===== config.mk =====
export PLATFORM = sky130hd
export DESIGN_NAME = ttl_result_cache
export DESIGN_NICKNAME = d
export VERILOG_FILES = /design/src/rtl/ttlc_pkg.sv /design/src/rtl/ttlc_ctrl.sv /design/src/rtl/ttlc_dp.sv /design/src/rtl/ttl_result_cache.sv
export SDC_FILE = /design/constraint.sdc
export NUM_CORES = 2
export LEC_CHECK = 0
export BUFFER_PORTS_ARGS = -buffer_cell sky130_fd_sc_hd__buf_2
export CAP_MARGIN = 10
export CORE_MARGIN = 2
export CORE_UTILIZATION = 45
export CTS_BUF_LIST = sky130_fd_sc_hd__clkbuf_16
export CTS_CLUSTER_DIAMETER = 40
export DETAILED_ROUTE_END_ITERATION = 8
export GPL_ROUTABILITY_DRIVEN = 0
export PLACE_DENSITY_LB_ADDON = 0.12
export SLEW_MARGIN = 10
export SYNTH_ARGS = -nofsm -noshare
export SYNTH_HDL_FRONTEND = slang
export SYNTH_SLANG_ARGS = --single-unit

===== constraint.sdc =====
create_clock -name clk_i -period 13.6 [get_ports clk_i]
set_input_delay 3.4 -clock clk_i [delete_from_list [all_inputs] [get_ports clk_i]]
set_output_delay 3.4 -clock clk_i [all_outputs]
set_load 0.02 [all_outputs]

===== src/rtl/ttlc_pkg.sv =====
// ttlc_pkg: shared types, codes and defaults for the ttl result cache
// used by ttlc_ctrl, ttlc_dp and ttl_result_cache; no dependencies
package ttlc_pkg;

  // default sizes
  localparam int CapacityDef    = 16;
  localparam int KeyBitsDef     = 64;
  localparam int PayloadBitsDef = 64;

  // fixed field widths
  localparam int TtlW    = 32;
  localparam int CfgIdxW = 8;

  // ttl defaults, also loaded when zero is written
  localparam logic [TtlW-1:0] POS_TTL_RST = 32'd3600;
  localparam logic [TtlW-1:0] NEG_TTL_RST = 32'd300;

  // configuration register indexes
  localparam logic [CfgIdxW-1:0] CFG_POS_TTL = 8'd0;
  localparam logic [CfgIdxW-1:0] CFG_NEG_TTL = 8'd1;

  typedef enum logic [1:0] {
    OP_LOOKUP    = 2'd0,
    OP_STORE_POS = 2'd1,
    OP_STORE_NEG = 2'd2
  } op_e;

  typedef enum logic [1:0] {
    STATUS_POS_HIT = 2'd0,
    STATUS_MISS    = 2'd1,
    STATUS_NEG_HIT = 2'd2
  } status_e;

  typedef enum logic [1:0] {
    ST_IDLE = 2'd0,
    ST_CMP  = 2'd1,
    ST_EXEC = 2'd2
  } ctrl_state_e;

  typedef struct packed {
    logic [1:0]  operation;
    logic [63:0] lookup_key;
    logic [31:0] now_time;
    logic [63:0] store_payload;
    logic [3:0]  store_code;
  } req_t;

  typedef struct packed {
    logic [1:0]  lookup_status;
    logic [3:0]  hit_code;
    logic [63:0] hit_payload;
  } rsp_t;

  // controller to datapath
  typedef struct packed {
    logic req_load;
    logic cmp_en;
    logic commit;
  } cmd_t;

  // datapath to controller
  typedef struct packed {
    logic is_lookup;
  } sts_t;

endpackage


===== src/rtl/ttlc_ctrl.sv =====
// ttlc_ctrl: sequencing fsm and output valid flag for the ttl result cache
// depends on ttlc_pkg
module ttlc_ctrl (
  input  logic              clk_i,
  input  logic              rst_ni,
  input  logic              in_valid_i,
  output logic              in_ready_o,
  output logic              out_valid_o,
  input  logic              out_ready_i,
  input  ttlc_pkg::sts_t    sts_i,
  output ttlc_pkg::cmd_t    cmd_o
);

  ttlc_pkg::ctrl_state_e state_q, state_d;
  logic out_valid_q, out_valid_d;
  logic exec_done;
  logic accept;

  // a lookup may only finish once the output register is free
  assign exec_done = !sts_i.is_lookup || !out_valid_q || out_ready_i;
  assign accept    = in_valid_i && in_ready_o;

  always_comb begin
    state_d = state_q;
    case (state_q)
      ttlc_pkg::ST_IDLE: begin
        if (accept) state_d = ttlc_pkg::ST_CMP;
      end
      ttlc_pkg::ST_CMP: begin
        state_d = ttlc_pkg::ST_EXEC;
      end
      ttlc_pkg::ST_EXEC: begin
        if (exec_done) state_d = accept ? ttlc_pkg::ST_CMP : ttlc_pkg::ST_IDLE;
      end
      default: begin
        state_d = ttlc_pkg::ST_IDLE;
      end
    endcase
  end

  always_comb begin
    in_ready_o     = 1'b0;
    cmd_o.cmp_en   = 1'b0;
    cmd_o.commit   = 1'b0;
    case (state_q)
      ttlc_pkg::ST_IDLE: begin
        in_ready_o = 1'b1;
      end
      ttlc_pkg::ST_CMP: begin
        cmd_o.cmp_en = 1'b1;
      end
      ttlc_pkg::ST_EXEC: begin
        cmd_o.commit = exec_done;
        in_ready_o   = exec_done;
      end
      default: begin
        in_ready_o = 1'b0;
      end
    endcase
    cmd_o.req_load = in_valid_i && in_ready_o;
  end

  always_comb begin
    out_valid_d = out_valid_q;
    if (cmd_o.commit && sts_i.is_lookup) begin
      out_valid_d = 1'b1;
    end else if (out_ready_i) begin
      out_valid_d = 1'b0;
    end
  end

  always_ff @(posedge clk_i or negedge rst_ni) begin
    if (!rst_ni) begin
      state_q     <= ttlc_pkg::ST_IDLE;
      out_valid_q <= 1'b0;
    end else begin
      state_q     <= state_d;
      out_valid_q <= out_valid_d;
    end
  end

  assign out_valid_o = out_valid_q;

  a_accept_to_cmp: assert property (@(posedge clk_i) disable iff (!rst_ni)
    accept |=> state_q == ttlc_pkg::ST_CMP)
    else $error("accepted transaction did not start compare");

  a_cmp_to_exec: assert property (@(posedge clk_i) disable iff (!rst_ni)
    state_q == ttlc_pkg::ST_CMP |=> state_q == ttlc_pkg::ST_EXEC)
    else $error("compare not followed by execute");

  a_no_result_overwrite: assert property (@(posedge clk_i) disable iff (!rst_ni)
    (cmd_o.commit && sts_i.is_lookup) |-> (!out_valid_q || out_ready_i))
    else $error("lookup result would overwrite a pending result");

endmodule


===== src/rtl/ttlc_dp.sv =====
// ttlc_dp: entry storage, key compare, age check, victim pointer, ttl registers
// and result register of the ttl result cache; depends on ttlc_pkg
module ttlc_dp #(
  parameter int CAPACITY     = ttlc_pkg::CapacityDef,
  parameter int KEY_BITS     = ttlc_pkg::KeyBitsDef,
  parameter int PAYLOAD_BITS = ttlc_pkg::PayloadBitsDef
) (
  input  logic                          clk_i,
  input  logic                          rst_ni,
  input  ttlc_pkg::req_t                req_i,
  output ttlc_pkg::rsp_t                rsp_o,
  input  logic                          cfg_we_i,
  input  logic [ttlc_pkg::CfgIdxW-1:0]  cfg_idx_i,
  input  logic [ttlc_pkg::TtlW-1:0]     cfg_wdata_i,
  input  ttlc_pkg::cmd_t                cmd_i,
  output ttlc_pkg::sts_t                sts_o
);

  localparam int IdxW = $clog2(CAPACITY);

  ttlc_pkg::req_t req_q;
  ttlc_pkg::rsp_t rsp_q;

  logic [ttlc_pkg::TtlW-1:0] pos_ttl_q, neg_ttl_q;

  logic [CAPACITY-1:0]     valid_q;
  logic [KEY_BITS-1:0]     key_q     [CAPACITY];
  logic [31:0]             time_q    [CAPACITY];
  logic [3:0]              code_q    [CAPACITY];
  logic [PAYLOAD_BITS-1:0] payload_q [CAPACITY];
  logic [CAPACITY-1:0]     match_q;
  logic [IdxW-1:0]         victim_q;

  logic [KEY_BITS-1:0] req_key;
  logic                hit;
  logic [IdxW-1:0]     hit_idx;
  logic [IdxW-1:0]     wr_idx;
  logic [32:0]         diff;
  logic [31:0]         age;
  logic [31:0]         ttl;
  logic                expired;
  logic                is_store;
  logic                rd_neg;
  ttlc_pkg::rsp_t      rsp_d;

  assign req_key = req_q.lookup_key[KEY_BITS-1:0];

  // ttl registers, zero writes fall back to the default
  always_ff @(posedge clk_i or negedge rst_ni) begin
    if (!rst_ni) begin
      pos_ttl_q <= ttlc_pkg::POS_TTL_RST;
      neg_ttl_q <= ttlc_pkg::NEG_TTL_RST;
    end else if (cfg_we_i) begin
      if (cfg_idx_i == ttlc_pkg::CFG_POS_TTL) begin
        pos_ttl_q <= (cfg_wdata_i != '0) ? cfg_wdata_i : ttlc_pkg::POS_TTL_RST;
      end
      if (cfg_idx_i == ttlc_pkg::CFG_NEG_TTL) begin
        neg_ttl_q <= (cfg_wdata_i != '0) ? cfg_wdata_i : ttlc_pkg::NEG_TTL_RST;
      end
    end
  end

  always_ff @(posedge clk_i) begin
    if (cmd_i.req_load) req_q <= req_i;
  end

  // key compare across all entries
  always_ff @(posedge clk_i or negedge rst_ni) begin
    if (!rst_ni) begin
      match_q <= '0;
    end else if (cmd_i.cmp_en) begin
      for (int i = 0; i < CAPACITY; i++) begin
        match_q[i] <= valid_q[i] && (key_q[i] == req_key);
      end
    end
  end

  // at most one bit is set, so or-ing the indexes encodes it
  always_comb begin
    hit_idx = '0;
    for (int i = 0; i < CAPACITY; i++) begin
      if (match_q[i]) hit_idx = hit_idx | IdxW'(i);
    end
  end

  assign hit     = |match_q;
  assign rd_neg  = code_q[hit_idx] != 4'd0;
  assign diff    = {1'b0, req_q.now_time} - {1'b0, time_q[hit_idx]};
  assign age     = diff[32] ? 32'd0 : diff[31:0];
  assign ttl     = rd_neg ? neg_ttl_q : pos_ttl_q;
  assign expired = age > ttl;

  assign is_store = (req_q.operation == ttlc_pkg::OP_STORE_POS)
                 || ((req_q.operation == ttlc_pkg::OP_STORE_NEG) && (req_q.store_code != 4'd0));
  assign wr_idx   = hit ? hit_idx : victim_q;

  assign sts_o.is_lookup = req_q.operation == ttlc_pkg::OP_LOOKUP;

  always_comb begin
    rsp_d.lookup_status = ttlc_pkg::STATUS_MISS;
    rsp_d.hit_code      = 4'd0;
    rsp_d.hit_payload   = 64'd0;
    if (hit && !expired) begin
      if (rd_neg) begin
        rsp_d.lookup_status = ttlc_pkg::STATUS_NEG_HIT;
        rsp_d.hit_code      = code_q[hit_idx];
      end else begin
        rsp_d.lookup_status = ttlc_pkg::STATUS_POS_HIT;
        rsp_d.hit_payload   = 64'(payload_q[hit_idx]);
      end
    end
  end

  always_ff @(posedge clk_i) begin
    if (cmd_i.commit && sts_o.is_lookup) rsp_q <= rsp_d;
  end

  // valid bits and victim pointer
  always_ff @(posedge clk_i or negedge rst_ni) begin
    if (!rst_ni) begin
      valid_q  <= '0;
      victim_q <= '0;
    end else if (cmd_i.commit) begin
      if (sts_o.is_lookup && hit && expired) begin
        valid_q[hit_idx] <= 1'b0;
      end
      if (is_store) begin
        valid_q[wr_idx] <= 1'b1;
        if (!hit) begin
          victim_q <= (victim_q == IdxW'(CAPACITY - 1)) ? '0 : victim_q + 1'b1;
        end
      end
    end
  end

  // entry contents
  always_ff @(posedge clk_i) begin
    if (cmd_i.commit && is_store) begin
      key_q[wr_idx]  <= req_key;
      time_q[wr_idx] <= req_q.now_time;
      if (req_q.operation == ttlc_pkg::OP_STORE_POS) begin
        code_q[wr_idx]    <= 4'd0;
        payload_q[wr_idx] <= req_q.store_payload[PAYLOAD_BITS-1:0];
      end else begin
        code_q[wr_idx]    <= req_q.store_code;
        payload_q[wr_idx] <= '0;
      end
    end
  end

  assign rsp_o = rsp_q;

  a_single_match: assert property (@(posedge clk_i) disable iff (!rst_ni)
    $onehot0(match_q))
    else $error("key held by more than one entry");

  a_victim_range: assert property (@(posedge clk_i) disable iff (!rst_ni)
    victim_q <= IdxW'(CAPACITY - 1))
    else $error("victim pointer out of range");

  a_ttl_nonzero: assert property (@(posedge clk_i) disable iff (!rst_ni)
    (pos_ttl_q != '0) && (neg_ttl_q != '0))
    else $error("ttl register holds zero");

endmodule


===== src/rtl/ttl_result_cache.sv =====
// ttl_result_cache: top level of the fully associative ttl result cache
// instantiates ttlc_ctrl and ttlc_dp; depends on ttlc_pkg
//
// fully associative cache of CAPACITY entries holding positive answers
// (payload) and negative answers (nonzero error code) under separate
// lifetimes set by positive_ttl (index 0) and negative_ttl (index 1);
// writing zero to either loads its default (3600 / 300). each transaction
// passes through a compare cycle that matches the key against all valid
// entries, then an execute cycle that checks age = now - stored time
// (clamped at 0), updates the entry and, for a lookup, loads the result
// register. a new transaction is taken in the execute cycle of the previous
// one; a lookup stalls in execute only while the result register still
// holds an untaken result. stores produce no result; a store reuses the
// matching entry or replaces the round-robin victim. no clearing pass
// after reset
module ttl_result_cache #(
  parameter int CAPACITY     = ttlc_pkg::CapacityDef,
  parameter int KEY_BITS     = ttlc_pkg::KeyBitsDef,
  parameter int PAYLOAD_BITS = ttlc_pkg::PayloadBitsDef
) (
  input  logic                          clk_i,
  input  logic                          rst_ni,
  // request transactions
  input  logic                          in_valid_i,
  output logic                          in_ready_o,
  input  ttlc_pkg::req_t                in_data_i,
  // result transactions, lookups only
  output logic                          out_valid_o,
  input  logic                          out_ready_i,
  output ttlc_pkg::rsp_t                out_data_o,
  // configuration writes
  input  logic                          cfg_we_i,
  input  logic [ttlc_pkg::CfgIdxW-1:0]  cfg_idx_i,
  input  logic [ttlc_pkg::TtlW-1:0]     cfg_wdata_i
);

  ttlc_pkg::cmd_t cmd;
  ttlc_pkg::sts_t sts;

  // sequencing: idle, compare, execute
  ttlc_ctrl u_ctrl (
    .clk_i       (clk_i),
    .rst_ni      (rst_ni),
    .in_valid_i  (in_valid_i),
    .in_ready_o  (in_ready_o),
    .out_valid_o (out_valid_o),
    .out_ready_i (out_ready_i),
    .sts_i       (sts),
    .cmd_o       (cmd)
  );

  // entries, compare, age check and result register
  ttlc_dp #(
    .CAPACITY     (CAPACITY),
    .KEY_BITS     (KEY_BITS),
    .PAYLOAD_BITS (PAYLOAD_BITS)
  ) u_dp (
    .clk_i       (clk_i),
    .rst_ni      (rst_ni),
    .req_i       (in_data_i),
    .rsp_o       (out_data_o),
    .cfg_we_i    (cfg_we_i),
    .cfg_idx_i   (cfg_idx_i),
    .cfg_wdata_i (cfg_wdata_i),
    .cmd_i       (cmd),
    .sts_o       (sts)
  );

endmodule

# Word level (Yosys, flattened, before mapping)
# Memories as Yosys holds them, arrays and structs flattened. A register that Yosys moved wholly into a read port is not among the register bits.
# Cells that the tools add are included.
[totals]
ff_bits = 275
ram_bits = 2624
input_bits = 211
out_inout_bits = 72
word_cells = 149
n_memories = 4
[mem_list]
columns = ["name", "depth", "word_bits", "rd", "rd_ports_with_merged_regs", "write_ports", "line", "text"]
rows = [
  ["u_dp.key_q", 16, 64, 16, 0, 1, "ttlc_dp.sv:27", "logic [KEY_BITS-1:0] key_q [CAPACITY];"],
  ["u_dp.payload_q", 16, 64, 1, 1, 1, "ttlc_dp.sv:30", "logic [PAYLOAD_BITS-1:0] payload_q [CAPACITY];"],
  ["u_dp.time_q", 16, 32, 1, 0, 1, "ttlc_dp.sv:28", "logic [31:0] time_q [CAPACITY];"],
  ["u_dp.code_q", 16, 4, 1, 0, 1, "ttlc_dp.sv:29", "logic [3:0] code_q [CAPACITY];"],
]
[op_classes]
n_addsub = 2
order_cmp = 5
n_eq_ne = 24
mux = 48
bitwise = 7
n_reduce_logical = 45
[op_table]
columns = ["operator", "n"]
rows = [
  ["$eq A64 B64 Y1", 16],
  ["$mux W32", 4],
  ["$mux W64", 1],
  ["$mux W16", 3],
  ["$mux W4", 11],
  ["$sub A32 B32 Y33", 1],
  ["$gt A32 B32 Y1", 1],
  ["$reduce_bool A32 Y1", 1],
  ["$logic_and A1 B1 Y1", 25],
  ["$and A16 B16 Y16", 1],
  ["$mux W1", 16],
  ["$not A16 Y16", 1],
  ["$or A16 B16 Y16", 1],
  ["$reduce_or A16 Y1", 1],
  ["$mux W3", 4],
  ["$lt A4 B5 Y1 const B", 2],
  ["$mux W2", 5],
  ["$demux W1 S4", 2],
  ["$eq A8 B1 Y1 const B", 1],
  ["$ge A4 B1 Y1 const B", 2],
  ["$logic_not A8 Y1", 1],
  ["$reduce_and A2 Y1", 4],
  ["$reduce_bool A4 Y1", 2],
  ["$pmux W2 S3", 1],
  ["14 further kinds", 24],
]

# Logic depth before layout (Yosys ltp)
[depth]
word_depth = 25
ltp_mapped = 34
mapped_depth_nobuf = 26

# Hierarchy
# Synthesis repeated with hierarchy kept, for this count alone.
[unflattened]
hier_cells = 8384
area_unflattened_um2 = 119301.9
[modules_own_cells]
columns = ["mod", "n_inst", "cells_per_inst", "area_each_um2", "seq_area_each_um2"]
rows = [
  ["ttlc_dp", 1, 8368, 119141.8, 88394.8],
  ["ttlc_ctrl", 1, 16, 160.2, 75.1],
]

# Worst setup path after synthesis
# OpenSTA, ideal clock, no wires.
[synth_timing]
kind = "input to register"
start = "input port out_ready_i"
end = "register u_dp.valid_q[11]"
setup_time_ns = 0.150
arrival_time_ns = 12.800
required_ns = 13.450
path_slack_ns = 0.650
cell_stages = 6
n_path_buf = 1
path_cell_list = "nor2_1 > nor4_1 > o21ai_0 > a21oi_1 > clkbuf_1 > a41oi_1"
[synth_via]
elab_chain_len = 2
[synth_lines]
columns = ["item", "line", "text"]
rows = [
  ["start, declared", "ttl_result_cache.sv:29", "input logic out_ready_i,"],
  ["$logic_or A1 B1 Y1", "ttlc_ctrl.sv:20", "assign exec_done = !sts_i.is_lookup || !out_valid_q || out_ready_i;"],
  ["$mux W1", "ttlc_ctrl.sv:45", "case (state_q)"],
  ["end signal, assigned", "ttlc_dp.sv:121", "valid_q <= '0;"],
  ["end signal, assigned by index", "ttlc_dp.sv:125", "valid_q[hit_idx] <= 1'b0;"],
  ["end signal, assigned by index", "ttlc_dp.sv:128", "valid_q[wr_idx] <= 1'b1;"],
  ["end, declared", "ttlc_dp.sv:26", "logic [CAPACITY-1:0] valid_q;"],
]
# Every way passes these cells.
# A chain may end at the register's enable or synchronous reset.

# Worst setup path after layout
[layout_timing]
start = "register u_dp.match_q[15]"
end = "register, netlist name u_dp.rsp_o[44]"
[layout_via]
elab_chain_len = 9
elab_cells_between_ends = 13
classes_between = "add/sub (1); order compare (1); mux (3); bitwise (1); reduce/logical (5); memory (2)"
[layout_lines]
columns = ["item", "line", "text"]
rows = [
  ["start, declared", "ttlc_dp.sv:31", "logic [CAPACITY-1:0] match_q;"],
  ["start signal, assigned by index", "ttlc_dp.sv:73", "match_q[i] <= valid_q[i] && (key_q[i] == req_key);"],
  ["$mux W4", "ttlc_dp.sv:82", "if (match_q[i]) hit_idx = hit_idx | IdxW'(i);"],
  ["$mem_v2 Z16 W32 or $mem_v2 Z16 W4 (tied branches)", "n/a", ""],
  ["$sub A32 B32 Y33 or $reduce_bool A4 Y1 (tied branches)", "ttlc_dp.sv:88, ttlc_dp.sv:87", ""],
  ["$mux W32 (on tied branches)", "ttlc_dp.sv:89, ttlc_dp.sv:90", ""],
  ["$gt A32 B32 Y1", "ttlc_dp.sv:91", "assign expired = age > ttl;"],
  ["$logic_not A1 Y1", "ttlc_dp.sv:103", "if (hit && !expired) begin"],
  ["$logic_and A1 B1 Y1", "ttlc_dp.sv:103", ""],
  ["$not A1 Y1 (no line)", "n/a", ""],
  ["$reduce_or A2 Y1 (no line)", "n/a", ""],
]
# Parallel ways exist; a longest one is shown, timed or not.

==> results.md <==
- Area after detailed placement: 0.1250 mm²
- Io pins: 283
- Worst reg2reg startpoint: u_dp.match_q[15]$_DFFE_PN0N_
- Post-Synthesis Mean Instance Area: 16.56 µm²
- Post-synth design cell area: 0.1186 mm²
- TritonCTS clock tree: done
- Num rows: 188
- Buffer levels on the longest clock path: 4
- Layout Area Growth over Synthesis: 18.67%
- Run status: complete, no violations
- CP arrival: 10.48 ns
- Unrepaired setup endpoints after global routing: false
- Combinational group share of total power: 3.9%
- Switching share of total power: 21.80%
- Share of post-route cells with drive strength above 1: 20.24%
- Final setup violation count: 0
- HPWL after detailed placement: 178.1 mm
- Area of the die: 0.2676 mm²
- Worst vdd ir: 0.0001200 V
- Multiplexer share of the synthesized area: 5.347%
- Average routed wire per standard cell: 27.96 µm
- CP Launch Type: flip-flop
- Required arrival time at the worst endpoint: 14.20 ns
- Final standard cell area without fillers: 0.1407 mm²
- Relative contribution of sequential cells to total power: 44.7%
- Final-stage net count: 8,014
- Initial antenna violation count: 22
- Worst setup path startpoint: u_dp.match_q[15]$_DFFE_PN0N_
- Flip-flop and latch area: 0.08847 mm²
- Peak fanout along the critical path: 65
- Vias in the first global route: 65,598
- Period Utilization, post-route: 72.68%
- Total Routed Length: 325.6 mm
- Share of flip-flops with an asynchronous set or reset: 3.476%
- Synthesis warning total: 0
- Internal portion of total power: 18,070 µW
- Leading register cell type out of synthesis: sky130_fd_sc_hd__edfxtp_1
- Share of synthesized cell area in and, or, nand and nor gates: 7.934%
- Endpoint type of the worst setup path: flip-flop
- Min-delay worst type: flip-flop to flip-flop
- Commonest non-fill, non-tap cells in the layout: sky130_fd_sc_hd__edfxtp_1, sky130_fd_sc_hd__nand2_1, sky130_fd_sc_hd__nand3_1, sky130_fd_sc_hd__xor2_1, sky130_fd_sc_hd__xnor2_1
- Overall global routing resource usage: 24.11%
- Worst-path clk slew: 0.06 ns
- Fraction of the mapped netlist area in compound gates: 2.506%
- Wire length of the first global-routing pass: 466.1 mm
- Worst-margin pin slew: 1.202 ns
- PortBufs: 282
- Largest family of logic cells by synthesized area: simple AND/OR/NAND/NOR gates
- Combined area of the multi-input logic cells: 0.02878 mm²
- Worst hold slack: 0.4525 ns
- Areal power density over the cells: 164.2 mW/mm²
- Most frequent standard cell in the layout excluding fill and tap cells: sky130_fd_sc_hd__edfxtp_1
- Total of fill cells in the finished design: 20,839
- Post-synthesis adder-cell area fraction: 0.7027%
- DRC violations left: 0
- Max Transition Viols Final: 0
- Initial DRC Count: 6,752
- Die span in x: 517.3 µm
- Detailed-routing iteration count for the pre-antenna-repair pass: 6
- Pin count of the biggest net entering global routing: 127
- Switching power total: 5036 µW
- Clock buffer count from CTS: 449
- Worst max-slew margin expressed relative to the limit: 19.68%
- Starting density of the core: 45.21%
- Top achievable clock speed: 0.1012 GHz
- Final Hold Vio Count: 0
- Clock tree root driver cell: sky130_fd_sc_hd__clkbuf_16
- Vias per cell: 5.668
- Clock skew after layout: 0.09002 ns
- Via total after detailed routing: 66,002
- Vertical extent of the die: 517.3 µm
- Number of enable-type register cells in the synthesized netlist: 2,860
- Leakage power: 0.04761 µW
- Max-cap violations: 0
- Post-synthesis sequential area ratio: 74.61%
- Clock latency on the worst-skew pair: 0.94 ns
- CTS H-tree depth: 5
- Type of the worst setup path: flip-flop to flip-flop
- Postcts setup bufs: 0
- Gate Count Post-Synth: 7,159
- Post-Synthesis Net Count: 7,436
- Post-cts sizing count: 0
- Portion of total power attributed to the clock network: 51.4%
- Min Tclk post-route: 9.885 ns
- Count of hold-fix buffers inserted at cts: 0
- Startpoint of the worst hold path: u_dp.req_key[26]$_DFFE_PP_
- Routed Antenna Nets: 0
- Sum of negative setup slack: 0 ns
- Total number of clock tree sinks: 2,963
- XOR/XNOR Fraction of Synth Area: 7.467%
- Count of state elements after synthesis: 2,963
- Placeable core area: 0.2623 mm²
- Global route total overflow: 0
- Number of distinct library cell variants in the gate-level netlist after synthesis: 71
-- layout make-up --
type | instances | share of cell area, %
Tap cell | 3515 | 3.125
Timing Repair Buffer | 510 | 2.257
Sequential cell | 2963 | 62.87
Antenna cell | 8 | 0.01423
Clock inverter | 380 | 3.079
Multi-Input combinational cell | 3778 | 20.45
Inverter | 35 | 0.09336
Clock buffer | 456 | 8.109
-- cells by family after synthesis --
group	after synthesis
DFF	2963
and+or+nand+nor	1928
xor gates and xnor gates	1011
AOI/OAI and AO/OA	427
buffers and inverters	418
muxes	346
adders and majority gates	66
-- registers in the layout, indices dropped and copies added (netlist names), 64 cells and up --
register,count
u_dp.rsp_o,70
u_dp.time_q,512
u_dp.code_q,64
u_dp.payload_q,1024
u_dp.req_q,102
u_dp.key_q,1024
u_dp.req_key,64
-- power groups by stage --
stage	combinational (µW)	clock [µW]	sequential, µW
after floorplan	492	0	10500
after global placement	897	0	10500
after detailed placement	911	0	10500
after CTS	915	12000	10300
after global routing	978	12400	10300
final	903	11900	10300
-- per-layer routing --
metal | vias up | global-route usage (%) | wire length, µm
li1 | 28661 | - | -
met1 | 34522 | 34.97 | 144700
met2 | 2312 | 38.47 | 153100
met3 | 507 | 2.882 | 19030
met4 | 0 | 6.966 | 8770
met5 | - | 0 | 0
-- path summary, 6_finish.rpt --
check / slack, ns / cells after the start / to
max in group asynchronous: 9.60 / 2 / u_dp.valid_q[6]$_DFFE_PN0P_
worst min register to register: 0.45 / 0 / u_dp.key_q[9][26]$_DFFE_PP_
worst min-delay path: 0.45 / 0 / u_dp.key_q[9][26]$_DFFE_PP_
worst max register to register: 3.72 / 24 / u_dp.rsp_o[44]$_SDFFCE_PP0P_
min in group asynchronous: 2.58 / 1 / u_dp.pos_ttl_q[20]$_DFFE_PN0P_
worst max-delay path: 3.72 / 24 / u_dp.rsp_o[44]$_SDFFCE_PP0P_
-- per-stage QoR --
stage	total power [µW]	util [%]	instances	worst slack, ns
floorplan	11000	-	7159	0.6500
global placement	11400	47.64	10801	3.861
detailed placement	11420	47.64	10801	3.854
CTS	23280	53.65	11637	3.793
global route	23740	53.65	11641	3.152
finish	23100	53.65	11645	3.715
-- synth_stat cells (all sizes together) (6+ instances only) --
library cell	n	area share, %
mux4	224	4.3
nor2b	72	0.38
xor2	515	3.8
buf	107	0.45
ha	65	0.69
inv	35	0.11
nor3	100	0.55
a22oi	9	0.057
nand3	527	2.2
o21a	17	0.11
a21oi	136	0.57
a32o	12	0.10
and3	14	0.074
edfxtp	2860	72
o21ai	42	0.18
xnor2	496	3.7
a21o	28	0.18
clkbuf	276	0.87
o2111ai	6	0.044
nand2b	9	0.047
a31oi	12	0.063
a311oi	6	0.044
a221oi	93	0.69
nand4	155	0.82
mux2	60	0.57
nor4	183	0.97
dfstp	8	0.18
a22o	21	0.16
and2	11	0.058
nor2	113	0.36
nand2	717	2.3
dfrtp	95	2.0
mux2i	62	0.52
-- critical path, stage by stage (launching register included) --
cell                       delay, ns
sky130_fd_sc_hd__dfrtp_1        0.41
sky130_fd_sc_hd__nor4_1         0.62
sky130_fd_sc_hd__and2_4         0.62
sky130_fd_sc_hd__buf_4          0.81
sky130_fd_sc_hd__nand3_1        0.15
sky130_fd_sc_hd__nand3_1        0.15
sky130_fd_sc_hd__a21oi_1        0.08
sky130_fd_sc_hd__a221oi_1       0.57
sky130_fd_sc_hd__ha_1           0.41
sky130_fd_sc_hd__and3_1         0.24
sky130_fd_sc_hd__a31oi_1        0.17
sky130_fd_sc_hd__o21ai_0        0.24
sky130_fd_sc_hd__a32oi_1        0.34
sky130_fd_sc_hd__a21oi_1        0.14
sky130_fd_sc_hd__nand4b_1       0.30
sky130_fd_sc_hd__nand2_1        0.83
sky130_fd_sc_hd__and3b_1        0.27
sky130_fd_sc_hd__ha_1           0.29
sky130_fd_sc_hd__nand4_1        0.12
sky130_fd_sc_hd__nor4_1         0.61
sky130_fd_sc_hd__o21ai_1        0.48
sky130_fd_sc_hd__a21oi_4        0.21
sky130_fd_sc_hd__buf_4          0.55
sky130_fd_sc_hd__buf_4          0.63
sky130_fd_sc_hd__nor3_1         0.11
Note: power is estimated with default switching activity, not from simulation.
